`config.mk`:
```
export PLATFORM = sky130hd
export DESIGN_NAME = glyph_quad_layout_with_fade
export DESIGN_NICKNAME = d
export VERILOG_FILES = /design/src/rtl/core/glq_pkg.sv /design/src/rtl/core/glq_ram.sv /design/src/rtl/core/glq_csr.sv /design/src/rtl/core/glq_layout.sv /design/src/rtl/core/glyph_quad_layout_with_fade.sv
export SDC_FILE = /design/constraint.sdc
export NUM_CORES = 2
export LEC_CHECK = 0
export BUFFER_PORTS_ARGS = -buffer_cell sky130_fd_sc_hd__clkbuf_2
export CAP_MARGIN = 15
export CORE_ASPECT_RATIO = 1.5
export CORE_MARGIN = 3
export CORE_UTILIZATION = 49
export CTS_CLUSTER_SIZE = 24
export DETAILED_ROUTE_END_ITERATION = 12
export PLACE_DENSITY = 0.67
export SKIP_LAST_GASP = 1
export SYNTH_ARGS = -nofsm -noshare
export SYNTH_HDL_FRONTEND = slang
export SYNTH_SLANG_ARGS = --single-unit
```
`constraint.sdc`:
```
create_clock -name clock -period 9.9 [get_ports clock]
set_clock_uncertainty 0.05 [all_clocks]
set_input_delay 2.475 -clock clock [delete_from_list [all_inputs] [get_ports clock]]
set_output_delay 2.475 -clock clock [all_outputs]
set_load 0.02 [all_outputs]
```
`src/rtl/core/glq_pkg.sv`:
```
// -----------------------------------------------------------------------------
// glq_pkg
// Shared types, constants and helpers for the glyph quad layout block.
// -----------------------------------------------------------------------------
package glq_pkg;

   localparam int GLYPH_COUNT_DEF = 95;

   localparam logic [7:0]  FIRST_CODE    = 8'd33;
   localparam logic [7:0]  LAST_CODE     = 8'd127;
   localparam logic [7:0]  CODE_LF       = 8'd10;
   localparam logic [7:0]  CODE_CR       = 8'd13;
   localparam logic [7:0]  CODE_SPACE    = 8'd32;
   localparam logic [7:0]  CODE_Y_SLOT   = 8'd88;   // 'y' minus first code
   localparam logic [15:0] SPACE_ADVANCE = 16'd5;
   localparam logic [15:0] LINE_GAP      = 16'd2;
   localparam logic [23:0] FULL_WHITE    = 24'hffffff;

   localparam logic [23:0] PLAIN_COLOUR_RST = 24'hffffff;
   localparam logic [11:0] FADE_TOP_RST     = 12'd280;
   localparam logic [11:0] FADE_BOTTOM_RST  = 12'd430;

   typedef enum logic [1:0] {
      OP_START = 2'd0,
      OP_CHAR  = 2'd1,
      OP_LOAD  = 2'd2,
      OP_NONE  = 2'd3
   } opcode_type;

   typedef enum logic [1:0] {
      CSR_FADE_ENABLE  = 2'd0,
      CSR_PLAIN_COLOUR = 2'd1,
      CSR_FADE_TOP     = 2'd2,
      CSR_FADE_BOTTOM  = 2'd3
   } csr_index_type;

   typedef enum logic [2:0] {
      KIND_IGNORE,
      KIND_START,
      KIND_NEWLINE,
      KIND_SPACE,
      KIND_QUAD
   } kind_type;

   typedef struct packed {
      logic [1:0]         opcode;
      logic signed [15:0] origin_x;
      logic signed [15:0] origin_y;
      logic [7:0]         char_code;
      logic [6:0]         glyph_slot;
      logic [7:0]         glyph_u;
      logic [7:0]         glyph_v;
      logic [7:0]         glyph_width;
      logic [7:0]         glyph_height;
   } req_payload_type;

   typedef struct packed {
      logic signed [15:0] left_x;
      logic signed [15:0] top_y;
      logic signed [15:0] right_x;
      logic signed [15:0] bottom_y;
      logic [8:0]         tex_left;
      logic [8:0]         tex_top;
      logic [8:0]         tex_right;
      logic [8:0]         tex_bottom;
      logic [23:0]        top_colour;
      logic [23:0]        bottom_colour;
   } rsp_payload_type;

   typedef struct packed {
      logic [7:0] u;
      logic [7:0] v;
      logic [7:0] width;
      logic [7:0] height;
   } glyph_entry_type;

   typedef struct packed {
      logic        fade_enable;
      logic [23:0] plain_colour;
      logic [11:0] fade_top;
      logic [11:0] fade_bottom;
   } cfg_type;

   typedef struct packed {
      logic        valid;
      kind_type    kind;
      logic        has_y;
      logic [15:0] origin_x;
      logic [15:0] origin_y;
   } stage_type;

   // grey level d*20+255 clamped to 0..255
   function automatic logic [7:0] fade_grey(input logic signed [19:0] d);
      logic signed [25:0] lvl;
      lvl = (26'(d) <<< 4) + (26'(d) <<< 2) + 26'sd255;
      if (lvl < 26'sd0) begin
         fade_grey = 8'd0;
      end else if (lvl > 26'sd255) begin
         fade_grey = 8'd255;
      end else begin
         fade_grey = lvl[7:0];
      end
   endfunction

endpackage

```
`src/rtl/core/glq_ram.sv`:
```
// -----------------------------------------------------------------------------
// glq_ram
// Generic single-write, single-read RAM with registered read data.
// -----------------------------------------------------------------------------
module glq_ram #(
   parameter  int WIDTH = 32,
   parameter  int DEPTH = 95,
   localparam int AW    = (DEPTH > 1) ? $clog2(DEPTH) : 1
) (
   input  logic             clock,
   input  logic             wr_en,
   input  logic [AW-1:0]    wr_addr,
   input  logic [WIDTH-1:0] wr_data,
   input  logic             rd_en,
   input  logic [AW-1:0]    rd_addr,
   output logic [WIDTH-1:0] rd_data
);

   logic [WIDTH-1:0] mem [DEPTH];
   logic [WIDTH-1:0] rd_data_ff;

   always_ff @(posedge clock) begin
      if (wr_en) begin
         mem[wr_addr] <= wr_data;
      end
      if (rd_en) begin
         rd_data_ff <= mem[rd_addr];
      end
   end

   assign rd_data = rd_data_ff;

endmodule

```
`src/rtl/core/glq_csr.sv`:
```
// -----------------------------------------------------------------------------
// glq_csr
// Configuration registers: fade enable, plain colour and the two fade lines.
// -----------------------------------------------------------------------------
module glq_csr (
   input  logic            clock,
   input  logic            reset,
   input  logic            csr_write_en,
   input  logic [1:0]      csr_index,
   input  logic [23:0]     csr_data,
   output glq_pkg::cfg_type cfg
);
   import glq_pkg::*;

   cfg_type       cfg_ff;
   cfg_type       cfg_in;
   csr_index_type index;

   assign index = csr_index_type'(csr_index);

   always_comb begin
      cfg_in = cfg_ff;
      if (csr_write_en) begin
         unique case (index)
            CSR_FADE_ENABLE:  cfg_in.fade_enable  = csr_data[0];
            CSR_PLAIN_COLOUR: cfg_in.plain_colour = csr_data;
            CSR_FADE_TOP:     cfg_in.fade_top     = csr_data[11:0];
            CSR_FADE_BOTTOM:  cfg_in.fade_bottom  = csr_data[11:0];
            default:          cfg_in = cfg_ff;
         endcase
      end
   end

   always_ff @(posedge clock) begin
      if (reset) begin
         cfg_ff.fade_enable  <= 1'b0;
         cfg_ff.plain_colour <= PLAIN_COLOUR_RST;
         cfg_ff.fade_top     <= FADE_TOP_RST;
         cfg_ff.fade_bottom  <= FADE_BOTTOM_RST;
      end else begin
         cfg_ff <= cfg_in;
      end
   end

   assign cfg = cfg_ff;

endmodule

```
`src/rtl/core/glq_layout.sv`:
```
// -----------------------------------------------------------------------------
// glq_layout
// Cursor state, quad geometry, corner colours and the result register.
// -----------------------------------------------------------------------------
module glq_layout (
   input  logic                     clock,
   input  logic                     reset,
   input  glq_pkg::stage_type       stage,
   input  glq_pkg::glyph_entry_type entry,
   input  glq_pkg::cfg_type         cfg,
   output logic                     advance,
   output logic                     rsp_valid,
   input  logic                     rsp_stall,
   output glq_pkg::rsp_payload_type rsp_data
);
   import glq_pkg::*;

   logic [15:0]     cursor_x_ff, cursor_x_in;
   logic [15:0]     cursor_y_ff, cursor_y_in;
   logic [15:0]     line_x_ff, line_x_in;
   logic            rsp_valid_ff, rsp_valid_in;
   rsp_payload_type rsp_data_ff, rsp_data_in;

   logic               emit, out_free;
   logic [15:0]        quad_right;
   logic signed [19:0] y_s, h_s, top_s, bot_s;
   logic [7:0]         top_grey, bot_grey;
   logic [23:0]        top_col, bot_col;

   assign emit     = stage.valid && (stage.kind == KIND_QUAD);
   assign out_free = !rsp_valid_ff || !rsp_stall;
   assign advance  = stage.valid && (!emit || out_free);

   assign quad_right = cursor_x_ff + {8'd0, entry.width} + 16'd1;

   assign y_s   = {{4{cursor_y_ff[15]}}, cursor_y_ff};
   assign h_s   = {12'd0, entry.height};
   assign top_s = {8'd0, cfg.fade_top};
   assign bot_s = {8'd0, cfg.fade_bottom};

   always_comb begin
      top_grey = 8'd0;
      bot_grey = 8'd0;
      top_col  = cfg.plain_colour;
      bot_col  = cfg.plain_colour;
      if (cfg.fade_enable) begin
         priority if (y_s < top_s) begin
            top_grey = fade_grey(y_s - top_s);
            bot_grey = fade_grey(y_s + h_s - top_s);
            top_col  = {top_grey, top_grey, top_grey};
            bot_col  = {bot_grey, bot_grey, bot_grey};
         end else if (y_s + h_s > bot_s) begin
            top_grey = fade_grey(bot_s - y_s);
            bot_grey = fade_grey(bot_s - y_s - h_s);
            top_col  = {top_grey, top_grey, top_grey};
            bot_col  = {bot_grey, bot_grey, bot_grey};
         end else begin
            top_col = FULL_WHITE;
            bot_col = FULL_WHITE;
         end
      end
   end

   always_comb begin
      cursor_x_in = cursor_x_ff;
      cursor_y_in = cursor_y_ff;
      line_x_in   = line_x_ff;
      if (advance) begin
         unique case (stage.kind)
            KIND_START: begin
               cursor_x_in = stage.origin_x;
               cursor_y_in = stage.origin_y;
               line_x_in   = stage.origin_x;
            end
            KIND_NEWLINE: begin
               cursor_x_in = line_x_ff;
               cursor_y_in = cursor_y_ff + LINE_GAP
                             + (stage.has_y ? {8'd0, entry.height} : 16'd0);
            end
            KIND_SPACE:  cursor_x_in = cursor_x_ff + SPACE_ADVANCE;
            KIND_QUAD:   cursor_x_in = quad_right;
            KIND_IGNORE: cursor_x_in = cursor_x_ff;
            default:     cursor_x_in = cursor_x_ff;
         endcase
      end
   end

   always_comb begin
      rsp_data_in.left_x        = cursor_x_ff;
      rsp_data_in.top_y         = cursor_y_ff;
      rsp_data_in.right_x       = quad_right;
      rsp_data_in.bottom_y      = cursor_y_ff + {8'd0, entry.height} + 16'd1;
      rsp_data_in.tex_left      = {1'b0, entry.u};
      rsp_data_in.tex_top       = {1'b0, entry.v};
      rsp_data_in.tex_right     = {1'b0, entry.u} + {1'b0, entry.width} + 9'd1;
      rsp_data_in.tex_bottom    = {1'b0, entry.v} + {1'b0, entry.height} + 9'd1;
      rsp_data_in.top_colour    = top_col;
      rsp_data_in.bottom_colour = bot_col;
      rsp_valid_in = (emit && advance) || (rsp_valid_ff && rsp_stall);
   end

   always_ff @(posedge clock) begin
      if (reset) begin
         cursor_x_ff  <= 16'd0;
         cursor_y_ff  <= 16'd0;
         line_x_ff    <= 16'd0;
         rsp_valid_ff <= 1'b0;
      end else begin
         cursor_x_ff  <= cursor_x_in;
         cursor_y_ff  <= cursor_y_in;
         line_x_ff    <= line_x_in;
         rsp_valid_ff <= rsp_valid_in;
      end
   end

   always_ff @(posedge clock) begin
      if (emit && advance) begin
         rsp_data_ff <= rsp_data_in;
      end
   end

   assign rsp_valid = rsp_valid_ff;
   assign rsp_data  = rsp_data_ff;

endmodule

```
`src/rtl/core/glyph_quad_layout_with_fade.sv`:
```
// -----------------------------------------------------------------------------
// glyph_quad_layout_with_fade
// Text layout engine: turns a stream of character requests into screen quads.
// -----------------------------------------------------------------------------
// Usage:
//   req_* carries requests: start (sets cursor and line origin), load (writes
//   one glyph entry) and character. rsp_* carries one quad per printable
//   character whose glyph slot is inside the table; other requests give none.
//   csr_* writes the fade enable, plain colour and fade lines; write only
//   while no request is in flight.
//   From request accept to rsp_valid, the glyph table read is registered
//   together with the request, then the cursor update and quad are computed
//   into the result register.
//   Throughput is one request per cycle unless a held quad stalls the stage,
//   since the cursor update feeds the next character directly.
//   Reset clears the cursor, line origin and pipeline valids and sets the
//   configuration to its defaults; the glyph table holds whatever it held and must be loaded before use.
//   When rsp_stall is high a pending quad holds; the stage behind it stalls
//   only if it holds another quad, so non-printing requests still drain.
// -----------------------------------------------------------------------------
module glyph_quad_layout_with_fade #(
   parameter int GLYPH_COUNT = glq_pkg::GLYPH_COUNT_DEF
) (
   input  logic                     clock,
   input  logic                     reset,
   input  logic                     req_valid,
   output logic                     req_stall,
   input  glq_pkg::req_payload_type req_data,
   output logic                     rsp_valid,
   input  logic                     rsp_stall,
   output glq_pkg::rsp_payload_type rsp_data,
   input  logic                     csr_write_en,
   input  logic [1:0]               csr_index,
   input  logic [23:0]              csr_data
);
   import glq_pkg::*;

   localparam int AW = (GLYPH_COUNT > 1) ? $clog2(GLYPH_COUNT) : 1;

   stage_type       stage_ff, stage_in;
   cfg_type         cfg;
   glyph_entry_type entry;
   glyph_entry_type wr_entry;
   opcode_type      op;
   logic            accept, advance, wr_en;
   logic [7:0]      char_slot;
   logic [7:0]      rd_slot;
   logic            is_newline, slot_ok;

   assign op        = opcode_type'(req_data.opcode);
   assign req_stall = stage_ff.valid && !advance;
   assign accept    = req_valid && !req_stall;

   assign char_slot  = req_data.char_code - FIRST_CODE;
   assign is_newline = (req_data.char_code == CODE_LF) || (req_data.char_code == CODE_CR);
   assign slot_ok    = (req_data.char_code >= FIRST_CODE) && (req_data.char_code <= LAST_CODE)
                       && ({1'b0, char_slot} < 9'(GLYPH_COUNT));
   assign rd_slot    = is_newline ? CODE_Y_SLOT : char_slot;

   assign wr_en    = accept && (op == OP_LOAD) && ({2'b0, req_data.glyph_slot} < 9'(GLYPH_COUNT));
   assign wr_entry = '{u:      req_data.glyph_u,
                       v:      req_data.glyph_v,
                       width:  req_data.glyph_width,
                       height: req_data.glyph_height};

   always_comb begin
      stage_in          = stage_ff;
      stage_in.has_y    = ({1'b0, CODE_Y_SLOT} < 9'(GLYPH_COUNT));
      stage_in.origin_x = req_data.origin_x;
      stage_in.origin_y = req_data.origin_y;
      stage_in.kind     = KIND_IGNORE;
      if (accept) begin
         stage_in.valid = 1'b1;
         unique case (op)
            OP_START: stage_in.kind = KIND_START;
            OP_CHAR: begin
               priority if (is_newline) begin
                  stage_in.kind = KIND_NEWLINE;
               end else if (req_data.char_code == CODE_SPACE) begin
                  stage_in.kind = KIND_SPACE;
               end else if (slot_ok) begin
                  stage_in.kind = KIND_QUAD;
               end else begin
                  stage_in.kind = KIND_IGNORE;
               end
            end
            OP_LOAD:  stage_in.kind = KIND_IGNORE;
            OP_NONE:  stage_in.kind = KIND_IGNORE;
            default:  stage_in.kind = KIND_IGNORE;
         endcase
      end else if (advance) begin
         stage_in.valid = 1'b0;
      end else begin
         stage_in = stage_ff;
      end
   end

   always_ff @(posedge clock) begin
      if (reset) begin
         stage_ff.valid <= 1'b0;
      end else begin
         stage_ff.valid <= stage_in.valid;
      end
      if (accept) begin
         stage_ff.kind     <= stage_in.kind;
         stage_ff.has_y    <= stage_in.has_y;
         stage_ff.origin_x <= stage_in.origin_x;
         stage_ff.origin_y <= stage_in.origin_y;
      end
   end

   glq_ram #(
      .WIDTH ($bits(glyph_entry_type)),
      .DEPTH (GLYPH_COUNT)
   ) u_glyph_ram (
      .clock   (clock),
      .wr_en   (wr_en),
      .wr_addr (AW'(req_data.glyph_slot)),
      .wr_data (wr_entry),
      .rd_en   (accept),
      .rd_addr (AW'(rd_slot)),
      .rd_data (entry)
   );

   glq_csr u_csr (
      .clock        (clock),
      .reset        (reset),
      .csr_write_en (csr_write_en),
      .csr_index    (csr_index),
      .csr_data     (csr_data),
      .cfg          (cfg)
   );

   glq_layout u_layout (
      .clock     (clock),
      .reset     (reset),
      .stage     (stage_ff),
      .entry     (entry),
      .cfg       (cfg),
      .advance   (advance),
      .rsp_valid (rsp_valid),
      .rsp_stall (rsp_stall),
      .rsp_data  (rsp_data)
   );

endmodule

```
==> metrics.sh <==
MAX_SLEW.WORST_PIN.SLEW_PS=1290
FINAL.MIN_CLOCK_PERIOD_PS=8150
SYN-CELL-AREA_MM2=0.141
TIMING.FINAL.WS_SETUP_PS=1750
REG2REG_SETUP_SLACK_PS=1750
ROUTED_WIRE_LENGTH_PER_INSTANCE_UM=29.6
DPL.HPWL_MM=262
WORST_SLEW_MARGIN_REL=0.138
SYNTHFLOPTYPE='edfxtp_1'
YS.WARNINGS.COUNT=0
SYNTH.TOP_CELLS.BY_COUNT='3253 x edfxtp_1, 2079 x nand2_1, 711 x nand3_1'
CLK_TRANSITION_REPORTED_PATHS_PS=60
SYNTHTOPCELLSBYAREA='edfxtp_1 69%, nand2_1 5.5%, nand3_1 2.5%, a311oi_1 1.9%, clkbuf_1 1.7%'
SYNTH-ASYNC-RESET-RATIO=0
DIE-HEIGHT_UM=664
DIE-AREA_MM2=0.295
WORSTHOLDPATHTYPE='reg2reg'
CELLLEAKAGEPOWER_nW=52.6
POSTSYNTHREGISTERBITS=3352
GRT_PASS1_WL_MM=639
CTS.ROOT.BUFFER_CELL='clkbuf_16'
WORST_ENDPOINT_REQUIRED_TIME_PS=10460
YOSYS-MUX-AREA-FRACTION=0.0117
OUTCOME='finished clean'
FINAL_CYCLE_UTILIZATION_OF_THE_CRITICAL_PATH=0.823
CRITPATHMOSTFREQUENTCELL='a21oi_1'
R2R_END='u_layout.rsp_data[18]'
SYNTH_EDF_COUNT=3253
MIN-DELAY-START='u_csr.cfg[17]'
FP.DIEW_UM=444
ANTENNA_LEFT=0
DP_SLACK_PS=1650
FINAL.SETUP.TNS_PS=0
CLOCK_INSERTION_DELAY_WORST_SKEW_PS=910
CTS.PATH.MAX_BUFFERS=4
POSTSYNTHAREAPERCELL_UM2=13.0
PORTBUFFERS=259
CTS.SINK_COUNT=3352
POSTCTSSETUPREPAIRBUFS=0
CTS-RESIZED-GATES=0
GRT_PASS1_VIAS=94200
WORSTSETUPENDPOINT='u_layout.rsp_data[18]'
POSTSYNTHCELLCOUNT=10900
GLOBAL_ROUTE.OVERFLOW_TOTAL=0
CTS_HTREE_LEVELS=5
DRV_CAP=0
MOST_COMMON_CELL_IN_THE_SYNTHESIZED_NETLIST='edfxtp_1'
CLOCK_TREE_FROM_TRITONCTS='yes'
CPPEAKSTAGEDELAY_PS=610
POWER.DENSITY_CELL_AREA_mW_PER_MM2=206
SYNTH_COMPOUND_AREA_FRAC=0.101
ANTENNA_FOUND_INITIAL=33
FRACTION_OF_POST_SYNTHESIS_CELL_AREA_IN_THE_TOP_CELL_TYPE_BY_AREA=0.692
SYNTH_CELL_TYPES=89
VDD.IR_DROP.WORST_mV=0.159
FLOORPLAN.IO_PINS=262
SYNTH-XOR-AREA-SHARE=0.0116
PATH_CLASS='reg2reg'
SETUP_VIOLATIONS=0
DRT-TOTAL-WL_MM=445
POSTCTSHOLDBUFS=0
GRT_START_MAX_NET_PINS=165
CRITICAL-PATH-SLOWEST-CELL='dfxtp_1'
SETUP.WORST_PATH.END_CLASS='flip-flop'
ARITHMETIC_CELL_SHARE_OF_THE_SYNTHESIZED_AREA_COUNTING_FULL_ADDERS_HALF_ADDERS_AND_MAJORITY_GATES=0.0183
NNETSFINAL=11300
FINAL-MAX-SLEW-VIOLATION-COUNT=0
FRACTION_OF_LAYOUT_INSTANCES_USING_A_DRIVE_STRENGTH_ABOVE_1=0.102
FLOORPLAN.CORE_AREA_MM2=0.286
GLOBAL_ROUTE.USAGE.MET2=0.490
ROUTE.DETAILED.DRC=0
CLOCK.FMAX_GHz=0.123
CRITICAL_PATH_PEAK_FANOUT=8
ROUTE.DETAILED.VIAS_PER_INST=6.47
GRT_UTIL_MET3=0.0553
DETAIL_ROUTE.ITER0.VIOLATIONS=11200
R2R.WORST_PATH.CELLS=30
SYNTH_TOP_FAMILY_BY_AREA='simple AND/OR/NAND/NOR gates'
TIMING.CRITICAL_PATH.FROM_TYPE='flip-flop'
DETAIL_ROUTE.FIRST_PASS.ITERATIONS=6
AREA_DELTA_SYNTH_FINAL_PCT=11.8
POST-SYNTH-TOP-AREA-CELL='edfxtp_1'
GLOBALROUTE.BUSIESTLAYER='met2'
YOSYS.AREA_SHARE.SIMPLE=0.127
CP_DATA_ARRIVAL_TIME_PS=8710
TIMING_HOLD_VIOLATIONS_FINAL=0
MIN_DELAY_PATH_DEPTH=2
GP_ROUTABILITY_CONGESTION=0.925
TRITONCTS.NUM_BUFFERS=308
INITIAL_UTILIZATION=0.494
SEQUENTIAL_TO_TOTAL_AREA_SHARE_FROM_YOSYS_STAT=0.706
GRTUSAGETOTAL=0.293
CORE.ROWCOUNT=240
R2R_START='u_layout.cursor_y_ff[1]'
GLOBALROUTEMET1UTIL=0.344
START_POINT_OF_THE_CRITICAL_PATH='u_layout.cursor_y_ff[1]'
UNREPAIRED_SETUP_ENDPOINTS_AFTER_GLOBAL_ROUTING='no'
VIAS=97100
placed cells by master (no fill, tap or decap), types with 165 or more instances in the layout:
cell	instances
edfxtp_1	3253
o21ai_0	286
clkbuf_16	313
buf_4	284
a311oi_1	312
nand2_1	2073
o211ai_1	202
nand3_1	711
o221ai_1	206
a21oi_1	387
o311ai_0	165
clkbuf_2	225
nor2_1	423
nor3_1	303
ha_1	175
worst min-delay path by stage:
stage	to	slack (ps)
6_report	u_csr.cfg[17]	400
3_3_place_gp	u_layout.line_x_ff[10]	390
2_1_floorplan	u_layout.rsp_data[130]	360
4_1_cts	u_csr.cfg[17]	400
3_5_place_dp	u_csr.cfg[17]	400
5_1_grt	u_csr.cfg[19]	440
sequential cells by signal, summed over array words and instances (netlist names):
name and cells:
u_csr.cfg 49, u_glyph_ram.mem 3040, stage_ff 36, u_layout.rsp_data 146, u_layout.cursor_y_ff 16, u_layout.rsp_valid 1, u_layout.line_x_ff 16, u_layout.cursor_x_ff 16
u_glyph_ram.rd_data 32
metal layers:
layer  vias to the layer above  part of all wire
met1                     48300              0.34
li1                      41600                 -
met3                      1287             0.096
met4                        18             0.078
met5                         -           0.00023
met2                      5869              0.49
layout make-up:
| type | instances | area (um2) |
|---|---|---|
| fill | 22700 | 128000 |
| sequential | 3352 | 99700 |
| multi-input combinational | 6653 | 39000 |
| clock buffer | 367 | 8060 |
| tap | 3751 | 4690 |
| timing repair buffer | 555 | 4090 |
| clock inverter | 173 | 1800 |
| inverter | 137 | 518 |
| antenna | 28 | 70.1 |
worst max-delay path: cells and delay by family (launching register included):
family,cells,cell delay (ps)
adders and majority gates,3,980
muxes,1,80
DFF,1,610
and+or+nand+nor,11,3050
buffers and inverters,2,440
xor gates and xnor gates,2,510
AOI/OAI and AO/OA,11,2170
power by group:
| part | internal (mW) | switching (mW) |
|---|---|---|
| Sequential | 15.6 | 0.109 |
| Combinational | 1.53 | 3.31 |
| Clock | 6.65 | 5.22 |
| Total | 23.8 | 8.64 |
cells by family after synthesis:
logic type / count (synthesis)
fa+ha+maj: 195
compound gates: 2021
buf+inv: 900
xor+xnor: 184
other cells: 1
flops: 3352
mux: 152
simple gates: 4099
through the flow:
stage          total power [mW]  utilization  hold WS [ps]  std cells  area [um2]
3_3_place_gp               20.7        0.517           393      14400      148000
5_1_grt                    33.5        0.552           435      15000      158000
3_5_place_dp               20.8        0.517           397      14400      148000
6_report                   32.5        0.552           403      15000      158000
4_1_cts                    32.5        0.552           405      15000      158000
2_1_floorplan              19.0            -           356      10900      141000
Note: power is estimated with default switching activity, not from simulation.
